===== src/design/cpow_pkg.sv =====
`timescale 1ns / 1ps
`default_nettype none

package cpow_pkg;

  // Commands from the controller to the datapath.
  typedef struct packed {
    logic load;        // capture a new input item
    logic set_dz;      // zero base with negative exponent
    logic prod;        // register the four partial products
    logic prod_sq;     // operands are x*x instead of q*x
    logic fin_q;       // running product takes the combined result
    logic fin_x;       // base takes the combined result (squaring)
    logic den_load;    // load |x|^2 and start the reciprocal divide
    logic div_step;    // one restoring divide step on both parts
    logic recip_load;  // base takes the saturated reciprocal
    logic q_copy;      // running product is exactly one: copy the base
    logic shift_u;     // drop the exponent bit just used
    logic out_load;    // move the result into the output register
  } cpow_cmd_t;

  // Status from the datapath back to the controller.
  typedef struct packed {
    logic exp_zero;
    logic exp_neg;
    logic base_zero;
    logic u_lsb;
    logic u_last;
    logic q_one;
    logic out_busy;
  } cpow_sts_t;

endpackage

`default_nettype wire


===== src/design/cpow_ctrl.sv =====
`timescale 1ns / 1ps
`default_nettype none

module cpow_ctrl import cpow_pkg::*; #(
  parameter int DIV_STEPS = 64
) (
  input  wire logic      clk,
  input  wire logic      rst_n,
  input  wire logic      in_valid,
  output logic           in_stall,
  input  wire cpow_sts_t sts,
  output cpow_cmd_t      cmd
);

  localparam int CW = $clog2(DIV_STEPS);

  localparam logic [3:0] S_IDLE  = 4'd0;
  localparam logic [3:0] S_CHECK = 4'd1;
  localparam logic [3:0] S_DEN_A = 4'd2;
  localparam logic [3:0] S_DIV   = 4'd3;
  localparam logic [3:0] S_RECIP = 4'd4;
  localparam logic [3:0] S_BIT   = 4'd5;
  localparam logic [3:0] S_MUL_F = 4'd6;
  localparam logic [3:0] S_NEXT  = 4'd7;
  localparam logic [3:0] S_SQR_F = 4'd8;
  localparam logic [3:0] S_FIN   = 4'd9;

  logic [3:0]    state_r, state_nxt;
  logic [CW-1:0] cnt_r, cnt_nxt;

  // A new item is taken only while the sequencer is idle.
  assign in_stall = (state_r != S_IDLE);

  // Sequencer: reciprocal first if needed, then square-and-multiply from the LSB.
  always_comb begin
    state_nxt = state_r;
    cnt_nxt   = cnt_r;
    cmd       = '0;
    case (state_r)
      S_IDLE: begin
        if (in_valid) begin
          cmd.load  = 1'b1;
          state_nxt = S_CHECK;
        end
      end
      S_CHECK: begin
        if (sts.exp_zero) begin
          state_nxt = S_FIN;
        end else if (sts.exp_neg && sts.base_zero) begin
          cmd.set_dz = 1'b1;
          state_nxt  = S_FIN;
        end else if (sts.exp_neg) begin
          cmd.prod    = 1'b1;
          cmd.prod_sq = 1'b1;
          state_nxt   = S_DEN_A;
        end else begin
          state_nxt = S_BIT;
        end
      end
      S_DEN_A: begin
        cmd.den_load = 1'b1;
        cnt_nxt      = '0;
        state_nxt    = S_DIV;
      end
      S_DIV: begin
        cmd.div_step = 1'b1;
        cnt_nxt      = cnt_r + 1'b1;
        if (cnt_r == CW'(DIV_STEPS - 1)) begin
          state_nxt = S_RECIP;
        end
      end
      S_RECIP: begin
        cmd.recip_load = 1'b1;
        state_nxt      = S_BIT;
      end
      S_BIT: begin
        if (sts.u_lsb) begin
          if (sts.q_one) begin
            cmd.q_copy = 1'b1;
            state_nxt  = S_NEXT;
          end else begin
            cmd.prod  = 1'b1;
            state_nxt = S_MUL_F;
          end
        end else begin
          state_nxt = S_NEXT;
        end
      end
      S_MUL_F: begin
        cmd.fin_q = 1'b1;
        state_nxt = S_NEXT;
      end
      S_NEXT: begin
        cmd.shift_u = 1'b1;
        if (sts.u_last) begin
          state_nxt = S_FIN;
        end else begin
          cmd.prod    = 1'b1;
          cmd.prod_sq = 1'b1;
          state_nxt   = S_SQR_F;
        end
      end
      S_SQR_F: begin
        cmd.fin_x = 1'b1;
        state_nxt = S_BIT;
      end
      S_FIN: begin
        if (!sts.out_busy) begin
          cmd.out_load = 1'b1;
          state_nxt    = S_IDLE;
        end
      end
      default: begin
        state_nxt = S_IDLE;
      end
    endcase
  end

  // State and divide step counter.
  always_ff @(posedge clk) begin
    if (!rst_n) begin
      state_r <= S_IDLE;
      cnt_r   <= '0;
    end else begin
      state_r <= state_nxt;
      cnt_r   <= cnt_nxt;
    end
  end

endmodule

`default_nettype wire


===== config.mk =====
export PLATFORM = sky130hd
export DESIGN_NAME = cpow_ctrl
export DESIGN_NICKNAME = d
export VERILOG_FILES = /design/src/design/cpow_pkg.sv /design/src/design/cpow_ctrl.sv
export SDC_FILE = /design/constraint.sdc
export NUM_CORES = 1
export LEC_CHECK = 0
export BUFFER_PORTS_ARGS = -buffer_cell sky130_fd_sc_hd__clkbuf_2
export CAP_MARGIN = 20
export CORE_MARGIN = 2
export CORE_UTILIZATION = 53
export DETAILED_ROUTE_END_ITERATION = 8
export PLACE_DENSITY = 0.8
export SKIP_CTS_REPAIR_TIMING = 1
export SLEW_MARGIN = 25
export SYNTH_ARGS = -nofsm -noshare
export SYNTH_HDL_FRONTEND = slang
export SYNTH_SLANG_ARGS = --single-unit

===== constraint.sdc =====
create_clock -name clk -period 2.65 [get_ports clk]
set_input_delay 0.1325 -clock clk [delete_from_list [all_inputs] [get_ports clk]]
set_output_delay 0.1325 -clock clk [all_outputs]
set_load 0.02 [all_outputs]

==> summary.md <==
| Metric | Value |
|---|---|
| Io pins | 23 |
| Starting DRT DRC Count | 27 |
| Final setup fails | 0 |
| Post-Synth Simple-Gate Area | 0.422 |
| Seq cells post-synth | 10 |
| Yosys warnings | 0 |
| FMAX | approximately 0.53 GHz |
| Share of the synthesized area in the top cell type | 0.269 |
| Ys flop type | dfxtp_1 |
| Worst EP arrival | between 1.5 and 2 ns |
| RSZ-0062 raised after global routing | false |
| Largest family of logic cells by synthesized area | simple AND/OR/NAND/NOR gates |
| Clk_lat worst skew | between 0.2 and 0.3 ns |
| Placement Setup Slack | 1.02 ns |
| Netlist cell types | 35 |
| Synth async-reset ratio | 0 |
| Root buffer selected by CTS | clkbuf_4 |
| Fin crit period | roughly 1.9 ns |
| Internal power | just under 400 µW |
| Max-cap violations | 0 |
| Cells after Synth | 104 |
| Clock Skew | approximately 0.0031 ns |
| Routed len/inst | around 13 µm |
| Number of flops mapped to enable cells by yosys | 0 |
| R2R Path Start | state_r[1] |
| Vias in the first global route | around 740 |
| Core area | roughly 1300 µm² |
| Layout cell share with drive strength beyond 1 | 0.234 |
| GRT Total Usage | 0.222 |
| Multiplexer share of the synthesized area | 0.0134 |
| Starting Density | 0.572 |
| Crit path from | state_r[1] |
| Post-Syn Nets | 115 |
| RePlAce Congestion | about 0.84 |
| Die area | 1720 µm² |
| Final Hold Viols | 0 |
| Critical path endpoint category | output pin |
| CTS sink cnt | 10 |
| Remaining routing DRC violations | 0 |
| Complex-gate fraction of the synthesized area | 0.212 |
| Final period utilization | 0.706 |
| Setup TNS | 0 ns |
| TritonCTS Buffers | 3 |
| Net Switching | ~320 µW |
| Path type of the worst setup path | reg -> out |
| Vias | approximately 830 |
| Total gr overflow | 0 |
| Longest Clk Path Bufs | 2 |
| Slew Limit Fails | 0 |
| Sequential fraction of the synthesis area | 0.269 |
| H-tree depth | 1 |
| CP Launch Type | flip-flop |
| Power share of the combinational group | 0.448 |
| Worst Tran Pin Value | 0.547 ns |
| HP Class | in -> reg |
| Hold wc startpoint | rst_n |
| Sequential share of power | 0.359 |
| FP Rows | 13 |
| Post-Route WL | around 1.8 mm |
| Largest net degree at the start of global routing | 20 |
| PwrDens | roughly 810 nW/µm² |
| TritonCTS clock tree | done |
| Reg clk slew, reported paths | approximately 0.070 ns |
| Area leader, netlist | dfxtp_1 |
| Cell Area, Synth | 744 µm² |
| Ant diodes | 0 |
| Die X | between 40 and 50 µm |
| Drt pass-1 iters | 4 |
| Synth Area in Adders | 0.0168 |
| Hold WS | approximately 0.13 ns |
| HPWL Detailed | ~1.4 mm |
| Nets | around 140 |
| Synth Area in XOR/XNOR | 0 |
| First-pass GRT wire length | between 3 and 4 mm |
| Initial antenna violation count | 0 |
| Worst EP required | approximately 2.5 ns |
| Port-buffer cells | 22 |
| Final antenna-violating net count | 0 |
| Setup ws final | 0.779 ns |
| Peak VDD IR | around 0.47 mV |
| Die height | ~41 µm |
| CP Max Fanout | 19 |
| Cell with the most instances after synthesis | nand2_1 |
| Clock power share | 0.193 |
| Leakage | around 0.00037 µW |
| Synth cell count leaders | nand2_1 (13), dfxtp_1 (10), nor2_1 (10) |
| Sw Share | 0.444 |
| Syn Area/Cell | roughly 7.2 µm² |
| Outcome | completed |
| Area grow syn2layout | 17.5% |
| Top post-synthesis cells by area | dfxtp_1 (27%), nand2_1 (6.6%), nor2_1 (5.0%), a21oi_1 (4.7%), nand2b_1 (4.2%) |
| Slew margin rel. | 0.635 |
| Vias per cell | 5.99 |
-- power groups by stage --
stage | clock [µW] | combinational, µW | sequential (µW)
after floorplan | 0 | 318 | 190
after global placement | 0 | 313 | 257
after detailed placement | 0 | 317 | 257
after CTS | 141 | 319 | 254
after global routing | 150 | 350 | 268
final | 137 | 318 | 256
-- path summary, 6_finish.rpt --
check / endpoint / slack, ns / cells past startpoint
setup / recovery: cmd[4] / 0.78 / 4
hold reg to reg: cnt_r[1] / 0.49 / 2
setup reg to reg: cnt_r[3] / 0.98 / 4
hold / removal: state_r[2] / 0.13 / 2
-- logic make-up after synthesis --
logic type / after synthesis
mux: 1
simple gates: 58
fa+ha+maj: 1
flops: 10
buf+inv: 10
compound gates: 24
-- metal layers --
layer	global-route usage	vias up	wire length (µm)
met1	0.258	373	721
met4	0.0774	0	6
li1	-	412	-
met5	0	-	0
met3	0.0652	2	157
met2	0.384	45	917
-- layout by cell type (no fill, tap or decap), drive strengths merged, types with 3 or more instances in the layout --
| master | count |
|---|---|
| nand3 | 4 |
| clkbuf | 26 |
| and3 | 4 |
| nand2b | 5 |
| inv | 4 |
| dfxtp | 10 |
| nor2b | 3 |
| nand3b | 4 |
| nor2 | 10 |
| o21ai | 5 |
| a21oi | 7 |
| nor3 | 6 |
| nand2 | 14 |
-- state kept, by name, summed over array words and instances (netlist names) --
register	flops
cnt_r	6
state_r	4
-- metrics by stage --
| step | cell area [µm²] | total power, µW | util | cells |
|---|---|---|---|---|
| final | 875 | 711 | 0.672 | 139 |
| after global routing | 875 | 768 | 0.672 | 139 |
| after CTS | 875 | 715 | 0.672 | 139 |
| after detailed placement | 838 | 574 | 0.644 | 135 |
| after global placement | 838 | 569 | 0.644 | 135 |
| after floorplan | 744 | 507 | - | 104 |
-- worst max-delay path, stage by stage, from the launching register on --
cell and delay [ns]:
dfxtp_1 0.67, nor3b_4 0.33, nand2_2 0.09, inv_1 0.18, clkbuf_2 0.20
-- cell type report --
type                            instances  area, µm²
Sequential cell                        10        200
Clock buffer                            4       36.3
Inverter                                4       15.0
Timing Repair Buffer                   22        110
Fill cell                             126        427
Multi-Input combinational cell         84        494
Tap cell                               15       18.8
No activity file was read; power rests on OpenSTA's default activity.
